`src/design/cdzd_pkg.sv`:
```
// Package for the columnar delta/zigzag decoder: widths, configuration indexes,
// lane control and result types, and the zigzag decode function.
// No dependencies.
package cdzd_pkg;

    localparam int LANES  = 5;
    localparam int DATA_W = 64;
    localparam int WIN_W  = 63;
    localparam int CNT_W  = 3;
    localparam int MASK_W = 5;
    localparam int IDX_W  = 2;

    localparam logic [CNT_W-1:0]  COL_COUNT_RST    = 3'd3;
    localparam logic [MASK_W-1:0] SIGNED_MASK_RST  = 5'd0;
    localparam logic [WIN_W-1:0]  WINDOW_START_RST = '0;
    localparam logic [WIN_W-1:0]  WINDOW_END_RST   = '1;

    typedef enum logic [IDX_W-1:0] {
        CFG_COL_COUNT    = 2'd0,
        CFG_SIGNED_MASK  = 2'd1,
        CFG_WINDOW_START = 2'd2,
        CFG_WINDOW_END   = 2'd3
    } cfg_index_t;

    typedef enum logic {
        FUNC_BASE  = 1'b0,
        FUNC_DELTA = 1'b1
    } func_t;

    typedef struct packed {
        logic accept;
        logic base;
        logic active;
        logic zigzag;
    } lane_ctl_t;

    typedef struct packed {
        logic [LANES-1:0][DATA_W-1:0] values;
        logic                         emitted;
        logic                         beyond_end;
    } result_t;

    function automatic logic [DATA_W-1:0] unzigzag(input logic [DATA_W-1:0] raw);
        return (raw >> 1) ^ {DATA_W{raw[0]}};
    endfunction

endpackage

```
`src/design/cdzd_lane.sv`:
```
// One column lane: holds the running value of its column and applies a base
// load or a plain or zigzag delta. Depends on cdzd_pkg.
module cdzd_lane
    import cdzd_pkg::*;
(
    input  logic              clk,
    input  logic              rst_n,
    input  lane_ctl_t         ctl,
    input  logic [DATA_W-1:0] raw,
    output logic [DATA_W-1:0] value_next
);

    logic [DATA_W-1:0] running_reg;
    logic [DATA_W-1:0] delta;

    assign delta = ctl.zigzag ? unzigzag(raw) : raw;

    always_comb
    begin
        if (ctl.base)
        begin
            value_next = ctl.active ? raw : '0;
        end
        else if (ctl.active)
        begin
            value_next = running_reg + delta;
        end
        else
        begin
            value_next = running_reg;
        end
    end

    always_ff @(posedge clk or negedge rst_n)
    begin
        if (!rst_n)
        begin
            running_reg <= '0;
        end
        else if (ctl.accept)
        begin
            running_reg <= value_next;
        end
    end

`ifndef SYNTHESIS
    // A base item clears a column that is not active.
    assert property (@(posedge clk) disable iff (!rst_n)
        (ctl.accept && ctl.base && !ctl.active) |=> (running_reg == '0))
        else $error("inactive lane not cleared by base item");

    // A delta item leaves an inactive column untouched.
    assert property (@(posedge clk) disable iff (!rst_n)
        (ctl.accept && !ctl.base && !ctl.active) |=> $stable(running_reg))
        else $error("inactive lane changed by delta item");
`endif

endmodule

```
`src/design/cdzd_merge.sv`:
```
// Merging stage: masks the lane values, computes the window flags from the
// timestamp lane, and holds results in an output register with a skid entry.
// Depends on cdzd_pkg.
module cdzd_merge
    import cdzd_pkg::*;
(
    input  logic                         clk,
    input  logic                         rst_n,
    input  logic                         accept,
    input  logic [LANES-1:0]             active,
    input  logic [LANES-1:0][DATA_W-1:0] lane_next,
    input  logic [WIN_W-1:0]             window_start,
    input  logic [WIN_W-1:0]             window_end,
    input  logic                         out_stall,
    output logic                         in_stall,
    output logic                         out_valid,
    output result_t                      result
);

    result_t result_next;
    result_t out_reg;
    result_t skid_reg;
    logic    out_valid_reg;
    logic    skid_valid_reg;
    logic    take;
    logic    at_or_past_end;
    logic    at_or_past_start;

    assign at_or_past_start = lane_next[0] >= {1'b0, window_start};
    assign at_or_past_end   = lane_next[0] >= {1'b0, window_end};

    always_comb
    begin
        for (int j = 0; j < LANES; j++)
        begin
            result_next.values[j] = active[j] ? lane_next[j] : '0;
        end
        result_next.emitted    = at_or_past_start && !at_or_past_end;
        result_next.beyond_end = at_or_past_end;
    end

    assign take = out_valid_reg && !out_stall;

    always_ff @(posedge clk or negedge rst_n)
    begin
        if (!rst_n)
        begin
            out_valid_reg  <= 1'b0;
            skid_valid_reg <= 1'b0;
        end
        else if (skid_valid_reg)
        begin
            if (take)
            begin
                skid_valid_reg <= 1'b0;
            end
        end
        else if (accept)
        begin
            out_valid_reg <= 1'b1;
            if (out_valid_reg && !take)
            begin
                skid_valid_reg <= 1'b1;
            end
        end
        else if (take)
        begin
            out_valid_reg <= 1'b0;
        end
    end

    always_ff @(posedge clk)
    begin
        if (skid_valid_reg)
        begin
            if (take)
            begin
                out_reg <= skid_reg;
            end
        end
        else if (accept)
        begin
            if (!out_valid_reg || take)
            begin
                out_reg <= result_next;
            end
            else
            begin
                skid_reg <= result_next;
            end
        end
    end

    assign in_stall  = skid_valid_reg;
    assign out_valid = out_valid_reg;
    assign result    = out_reg;

`ifndef SYNTHESIS
    // The skid entry is only ever used behind a held output register.
    assert property (@(posedge clk) disable iff (!rst_n)
        skid_valid_reg |-> out_valid_reg)
        else $error("skid entry valid without output entry");

    // An item accepted behind a stalled result lands in the skid entry.
    assert property (@(posedge clk) disable iff (!rst_n)
        (accept && out_valid_reg && out_stall) |=> skid_valid_reg)
        else $error("item accepted behind stalled result was lost");

    // The two window flags never hold together.
    assert property (@(posedge clk) disable iff (!rst_n)
        out_valid_reg |-> !(out_reg.emitted && out_reg.beyond_end))
        else $error("emitted and beyond_end both set");
`endif

endmodule

```
`src/design/columnar_delta_zigzag_decoder_core.sv`:
```
// Results are registered in the merge stage's output register or skid entry.
// Throughput: one item per cycle while in_stall is low, set by the per-column
// 64-bit adder and timestamp window compare; a two-entry output absorbs stalls.
// Reset clears the running column values to zero and loads the configuration
// registers with their defaults; no clearing pass is needed.
// Depends on cdzd_pkg, cdzd_lane and cdzd_merge.
module columnar_delta_zigzag_decoder_core
    import cdzd_pkg::*;
#(
    parameter int COLUMNS = 5
)
(
    input  logic              clk,
    input  logic              rst_n,
    input  logic              cfg_we,
    input  logic [IDX_W-1:0]  cfg_index,
    input  logic [WIN_W-1:0]  cfg_data,
    input  logic              in_valid,
    output logic              in_stall,
    input  logic              func,
    input  logic [DATA_W-1:0] d0,
    input  logic [DATA_W-1:0] d1,
    input  logic [DATA_W-1:0] d2,
    input  logic [DATA_W-1:0] d3,
    input  logic [DATA_W-1:0] d4,
    output logic              out_valid,
    input  logic              out_stall,
    output logic [DATA_W-1:0] v0,
    output logic [DATA_W-1:0] v1,
    output logic [DATA_W-1:0] v2,
    output logic [DATA_W-1:0] v3,
    output logic [DATA_W-1:0] v4,
    output logic              emitted,
    output logic              beyond_end
);

    localparam logic [CNT_W-1:0] COL_MAX = CNT_W'(COLUMNS);

    logic [CNT_W-1:0]             col_count_reg;
    logic [MASK_W-1:0]            signed_mask_reg;
    logic [WIN_W-1:0]             window_start_reg;
    logic [WIN_W-1:0]             window_end_reg;
    logic [CNT_W-1:0]             count_eff;
    logic [LANES-1:0]             active;
    logic [LANES-1:0][DATA_W-1:0] raw;
    logic [LANES-1:0][DATA_W-1:0] lane_next;
    logic                         accept;
    result_t                      result;

    always_ff @(posedge clk or negedge rst_n)
    begin
        if (!rst_n)
        begin
            col_count_reg    <= COL_COUNT_RST;
            signed_mask_reg  <= SIGNED_MASK_RST;
            window_start_reg <= WINDOW_START_RST;
            window_end_reg   <= WINDOW_END_RST;
        end
        else if (cfg_we)
        begin
            unique case (cfg_index_t'(cfg_index))
                CFG_COL_COUNT:    col_count_reg    <= cfg_data[CNT_W-1:0];
                CFG_SIGNED_MASK:  signed_mask_reg  <= cfg_data[MASK_W-1:0];
                CFG_WINDOW_START: window_start_reg <= cfg_data;
                CFG_WINDOW_END:   window_end_reg   <= cfg_data;
                default:          ;
            endcase
        end
    end

    // A count of zero still decodes the timestamp column.
    always_comb
    begin
        priority if (col_count_reg == '0)
        begin
            count_eff = CNT_W'(1);
        end
        else if (col_count_reg > COL_MAX)
        begin
            count_eff = COL_MAX;
        end
        else
        begin
            count_eff = col_count_reg;
        end
    end

    always_comb
    begin
        for (int j = 0; j < LANES; j++)
        begin
            active[j] = CNT_W'(j) < count_eff;
        end
    end

    assign accept = in_valid && !in_stall;
    assign raw    = {d4, d3, d2, d1, d0};

    for (genvar j = 0; j < LANES; j++)
    begin : g_lane
        if (j < COLUMNS)
        begin : g_used
            lane_ctl_t ctl;

            assign ctl.accept = accept;
            assign ctl.base   = func == FUNC_BASE;
            assign ctl.active = active[j];
            assign ctl.zigzag = signed_mask_reg[j];

            cdzd_lane u_lane (
                .clk        (clk),
                .rst_n      (rst_n),
                .ctl        (ctl),
                .raw        (raw[j]),
                .value_next (lane_next[j])
            );
        end
        else
        begin : g_unused
            assign lane_next[j] = '0;
        end
    end

    cdzd_merge u_merge (
        .clk          (clk),
        .rst_n        (rst_n),
        .accept       (accept),
        .active       (active),
        .lane_next    (lane_next),
        .window_start (window_start_reg),
        .window_end   (window_end_reg),
        .out_stall    (out_stall),
        .in_stall     (in_stall),
        .out_valid    (out_valid),
        .result       (result)
    );

    assign v0         = result.values[0];
    assign v1         = result.values[1];
    assign v2         = result.values[2];
    assign v3         = result.values[3];
    assign v4         = result.values[4];
    assign emitted    = result.emitted;
    assign beyond_end = result.beyond_end;

`ifndef SYNTHESIS
    // The timestamp column is always active.
    assert property (@(posedge clk) disable iff (!rst_n)
        active[0] && (count_eff <= COL_MAX))
        else $error("active column count out of range");
`endif

endmodule

```
`config.mk`:
```
export PLATFORM = sky130hd
export DESIGN_NAME = columnar_delta_zigzag_decoder_core
export DESIGN_NICKNAME = d
export VERILOG_FILES = /design/src/design/cdzd_pkg.sv /design/src/design/cdzd_lane.sv /design/src/design/cdzd_merge.sv /design/src/design/columnar_delta_zigzag_decoder_core.sv
export SDC_FILE = /design/constraint.sdc
export NUM_CORES = 2
export LEC_CHECK = 0
export ABC_AREA = 1
export BUFFER_PORTS_ARGS = -buffer_cell sky130_fd_sc_hd__buf_2
export CORE_UTILIZATION = 55
export DETAILED_ROUTE_END_ITERATION = 7
export GPL_ROUTABILITY_DRIVEN = 0
export PLACE_DENSITY = 0.79
export SLEW_MARGIN = 20
export SYNTH_ARGS = -nofsm -noshare
export SYNTH_HDL_FRONTEND = slang
export SYNTH_SLANG_ARGS = --single-unit
```
`constraint.sdc`:
```
create_clock -name clk -period 56.1 [get_ports clk]
set_input_delay 11.22 -clock clk [delete_from_list [all_inputs] [get_ports clk]]
set_output_delay 11.22 -clock clk [all_outputs]
set_load 0.05 [all_outputs]
```
Yosys cells after proc, flatten, opt, wreduce, memory -nomap -nowiden:

Cells that the tools add are included.

* output and inout bits: 324
* input bits: 391
* register bits after elaboration: 1100

* reductions and logical operators: 22
* bitwise operators: 7
* muxes and demuxes: 37
* $lt $le $gt $ge: 8
* equal/unequal tests: 4
* add/sub/neg operators: 5

Operators with widths (number)
* 64-bit two-way mux: 25
* 322-bit two-way mux: 4
* 64-bit adder: 5
* 63-bit by 64-bit XOR with 64-bit output: 5
* 64-bit by 63-bit greater-or-equal comparator with 1-bit output: 2
* 2-bit AND reduction: 5
* 1-bit by 3-bit < comparator with 1-bit output, first input constant: 2
* 2-bit by 3-bit < comparator with 1-bit output, first input constant: 2
* 1-bit two-way mux: 6
* 3-bit two-way mux: 2
* 3-bit AND reduction: 2
* 2-bit nonzero test: 3
* 1-bit zero test: 5
* 2-bit equality test, second input constant: 2
* 1-bit logical AND: 4
* 3-bit > comparator, second input constant: 1
* 3-bit zero test: 1
* 3-bit < comparator, first input constant: 1
* 2-bit by 1-bit equality test with 1-bit output, second input constant: 1
* 2-bit zero test: 1
* 2-bit inequality test, second input constant: 1
* 1-bit inverter: 2
* 1-bit logical OR: 1

Logic depth before layout (Yosys ltp):

* word-level depth: 12
* depth in mapped cells: 40
* depth with buffers taken out: 38

Hierarchy:

A second synthesis with hierarchy kept.

* cell total of the unflattened synthesis: 13735
* area, all modules: 88940.3 um^2

By module, submodules not included
* cdzd_merge: area an instance 28532.4 um^2, seq. area each 19388.6 um^2, cells each 2604, times used 1
* cdzd_lane at g_lane[3].g_used.u_lane ...: area an instance 10949.3 um^2, seq. area each 1601.5 um^2, cells each 2104, times used 2
* cdzd_lane at g_lane[0].g_used.u_lane ...: area an instance 10925.5 um^2, seq. area each 1601.5 um^2, cells each 2105, times used 2
* cdzd_lane at g_lane[2].g_used.u_lane: area an instance 11029.3 um^2, seq. area each 1601.5 um^2, cells each 2104, times used 1
* columnar_delta_zigzag_decoder_core: area an instance 5629.1 um^2, seq. area each 3434.5 um^2, cells each 609, times used 1

Worst setup path after synthesis:

OpenSTA, ideal clock, no wires.

* path kind: in2reg
* start: input port in_valid
* end: register u_merge.out_reg, in the netlist u_merge.result[0], enable pin
* setup time: 1.112 ns
* stages on the path: 6
* data arrival time: 27.568 ns
* path slack: 27.419 ns
* path buffers: 2
* path through: nand2_1 -> clkinv_1 -> clkbuf_1 -> clkbuf_1 -> a21oi_1 -> a21oi_1

* longest elaborated chain between the ends: 3

Ends and longest elaborated chain
* start: declaration: line columnar_delta_zigzag_decoder_core.sv:18 `input logic in_valid,`
* 1-bit logical AND: line columnar_delta_zigzag_decoder_core.sv:96 `assign accept = in_valid && !in_stall;`
* 2-bit nonzero test (no line)
* 3-bit AND reduction (no line)
* end signal: assignment: line cdzd_merge.sv:78 `out_reg <= skid_reg;`
* end signal: assignment: line cdzd_merge.sv:85 `out_reg <= result_next;`
* end: declaration: line cdzd_merge.sv:21 `result_t out_reg;`

Every way passes these cells.
A chain may end at the register's enable or synchronous reset.

Final worst setup path:

* start: input port d0[0]
* end: register u_merge.out_reg, in the netlist u_merge.result[1], data pin

* longest elaborated chain between the ends: 11

Ends and longest elaborated chain
* start: declaration: line columnar_delta_zigzag_decoder_core.sv:21 `input logic [DATA_W-1:0] d0,`
* 63-bit by 64-bit XOR with 64-bit output: line cdzd_pkg.sv:44 `return (raw >> 1) ^ {DATA_W{raw[0]}};`
* 64-bit two-way mux (*): line cdzd_lane.sv:16 `assign delta = ctl.zigzag ? unzigzag(raw) : raw;`
* 64-bit adder (*): line cdzd_lane.sv:26 `value_next = running_reg + delta;`
* 64-bit two-way mux (*): line cdzd_lane.sv:24 `else if (ctl.active)`
* 64-bit two-way mux (*): line cdzd_lane.sv:20 `if (ctl.base)`
* net g_lane[0].g_used.u_lane.value_next[37]: line cdzd_lane.sv:10 `output logic [DATA_W-1:0] value_next`
* 64-bit by 63-bit greater-or-equal comparator with 1-bit output: line cdzd_merge.sv:30 `assign at_or_past_end = lane_next[0] >= {1'b0, window_end};`
* 1-bit zero test: line cdzd_merge.sv:38 `result_next.emitted = at_or_past_start && !at_or_past_end;`
* 1-bit logical AND (*): line cdzd_merge.sv:38
* 322-bit two-way mux (*): line cdzd_merge.sv:83 `if (!out_valid_reg || take)`
* 322-bit two-way mux (*): line cdzd_merge.sv:81 `else if (accept)`
* 322-bit two-way mux (*): line cdzd_merge.sv:74 `if (skid_valid_reg)`

Mark *: on every way through the listed nets, which the timed path passes. The rest lies on a longest branch. The select of a mux whose other input is x is not followed.

==> qor.yml <==
clockPowerShare: 0.151
crit_path_start_kind: "input pin"
violations: "DRC"
power_density_nw_per_um2: 62.5
synth_area_um2: 77700
drt-wirelength-per-cell_um: 20.3
ys_seq_area_frac: 0.397
io_buffers: 714
yosys.area.top_type: "edfxtp_1"
path_max_fanout: 44
fin_tns_setup_ns: 0
die_area_um2: 143000
drt_iter0_markers: 8844
worstPathRequired_ns: 56.62
hold_violations: 0
synth_flop_cell: "edfxtp_1"
seq_power_share: 0.257
fillers: 12114
cpMostUsedCell: "nand2_1"
setup_viol: 0
p_sw_frac: 0.516
regToRegStartpoint: "signed_mask_reg[0]"
start_util: 0.555
fin_skew_ns: 0.0352
vias: 75794
cts_max_level: 3
drv_slew: 0
synth_top_area_share: 0.249
first_pass_iters: 8
leakagePower_nw: 38.2
core_um2: 140000
hpwl_mm: 190
synth_cell_types: 64
synth-edff-count: 644
ys_top_cells_by_count: "2563 x nand2_1, 1189 x nor2_1, 982 x a21oi_1"
insertion_delay_ns: 0.77
syn_nets: 11029
cts-resized-gates: 0
cts_buffers: 116
max_freq_mhz: 61.8
holdBufCountCts: 0
postSynthAreaPerCell_um2: 7.62
clock-root-buffer: "clkbuf_16"
rrSetupSlack_ns: 50.06
ant_nets: 0
path_clk_slew_ns: 0.07
run_status: "finished, violations left"
rsz0062_at_grt: "no"
slew_headroom: 0.186
endpoint_kind: "flop"
die_x_um: 378
post-route-drc-count: 1
postSynth.asyncResetShare: 0.415
cts_sinks: 1100
hold_slack_ns: 0.488
crit_arrival_ns: 16.71
ys_warn_count: 0
ios: 715
grt_pass1_vias: 71776
cts_tree: "done"
worst_path_max_delay_cell: "buf_4"
postCtsSetupBuffers: 0
ys_seq_elements: 1100
wirelength_mm: 258
area_growth_syn_to_layout_pct: 11.8
antenna_found_initial: 98
cp_slowest_stage_delay_ns: 0.68
via_per_inst: 5.96
clock_path_buffers: 3
p_comb_frac: 0.592
hold_depth: 2
overflow: 0
num_rows: 137
die_h_um: 378
netlist_instances: 10192
grtUsageTotal: 0.351
switching_power_mw: 2.80
grt_pass1_wl_mm: 396
fin_crit_sh: 0.289
multi_input_area_um2: 41900
nets: 11489
synth.most_common_cell: "nand2_1"
drive_gt1_frac: 0.117
tightest_slew_ns: 1.22
hold_path_class: "reg2reg"
path_class: "in2reg"
grt_max_degree: 242
r2r_cells: 34
hp-start: "window_start_reg[34]"
ir_worst_vdd_uv: 116
regArea_um2: 30900
drv_cap: 0
period_needed_ns: 16.19
crit_start: "d0[0]"
synthTopCellsByArea: "edfxtp_1 25%, dfrtp_1 13%, nand2_1 12%"
p_int_mw: 2.63
==> through the flow <==
stage | setup slack (ns) | power, mW | std cells | instance area [µm²] | utilization
3_3_place_gp | 39.51 | 4.43 | 12409 | 82600 | 0.590
4_1_cts | 40.21 | 5.35 | 12630 | 86600 | 0.619
5_1_grt | 39.57 | 5.77 | 12682 | 86800 | 0.620
2_1_floorplan | 27.42 | 3.73 | 10192 | 77700 | -
6_report | 39.91 | 5.43 | 12716 | 86800 | 0.621
3_5_place_dp | 39.40 | 4.51 | 12409 | 82600 | 0.590
==> per-layer routing <==
layer,up-vias,GRT usage,routed length [µm]
li1,35353,-,-
met1,35226,0.451,102000
met2,4230,0.537,112000
met3,937,0.0805,27000
met4,48,0.216,16400
met5,-,0,301
==> final cells by class <==
type / count / area share
flip-flops and latches: 1100 / 0.355
diodes: 85 / 0.00245
inverters: 887 / 0.0387
clock inverters: 76 / 0.00987
repair buffers: 773 / 0.0473
multi-input cells: 7774 / 0.483
well taps: 1876 / 0.0270
clock buffers: 145 / 0.0365
==> critical path: cells and delay by family <==
family                   cells  cell delay [ns]
AO/OA/AOI/OAI               11             1.92
XOR/XNOR                     1             0.21
adder cells (fa/ha/maj)      2             0.68
buffers and inverters        3             1.08
AND/OR/NAND/NOR             17             1.52
==> layout by cell type, fill, tap and decap left out, types with 114 or more instances in the layout <==
| master | instances |
|---|---|
| nor2_1 | 1184 |
| o21ai_0 | 698 |
| xnor2_1 | 387 |
| a31oi_1 | 276 |
| edfxtp_1 | 644 |
| buf_2 | 707 |
| dfrtp_1 | 384 |
| xor2_1 | 114 |
| ha_1 | 441 |
| nand2_1 | 2561 |
| nand3_1 | 271 |
| clkbuf_16 | 119 |
| a21oi_1 | 981 |
| inv_1 | 869 |
==> worst paths after layout <==
check                                                           to
hold / removal                                window_start_reg[34]
hold reg to reg                               window_start_reg[34]
max in group asynchronous                       signed_mask_reg[1]
setup reg to reg                                 u_merge.result[1]
setup / recovery                                 u_merge.result[1]
min in group asynchronous  g_lane[4].g_used.u_lane.running_reg[46]
==> logic make-up (layout without fill, tap and decap cells) <==
group                      Yosys count  in the layout  synth area share
buffers and inverters             1318           1881            0.0642
adders and majority gates          446            446            0.0723
DFF                               1100           1100             0.397
and+or+nand+nor                   4285           4285             0.221
xor gates and xnor gates           501            501            0.0565
AOI/OAI and AO/OA                 2539           2539             0.188
other                                0             85                 0
muxes                                3              3          0.000387
==> power groups by stage <==
stage               combinational, mW  sequential (mW)  clock (mW)
finish                           3.22             1.39       0.819
detailed placement               3.11             1.40           0
CTS                              3.13             1.39       0.826
global route                     3.49             1.42       0.855
global placement                 3.04             1.39           0
floorplan                        1.95             1.78           0
No activity file was read; power rests on OpenSTA's default activity.
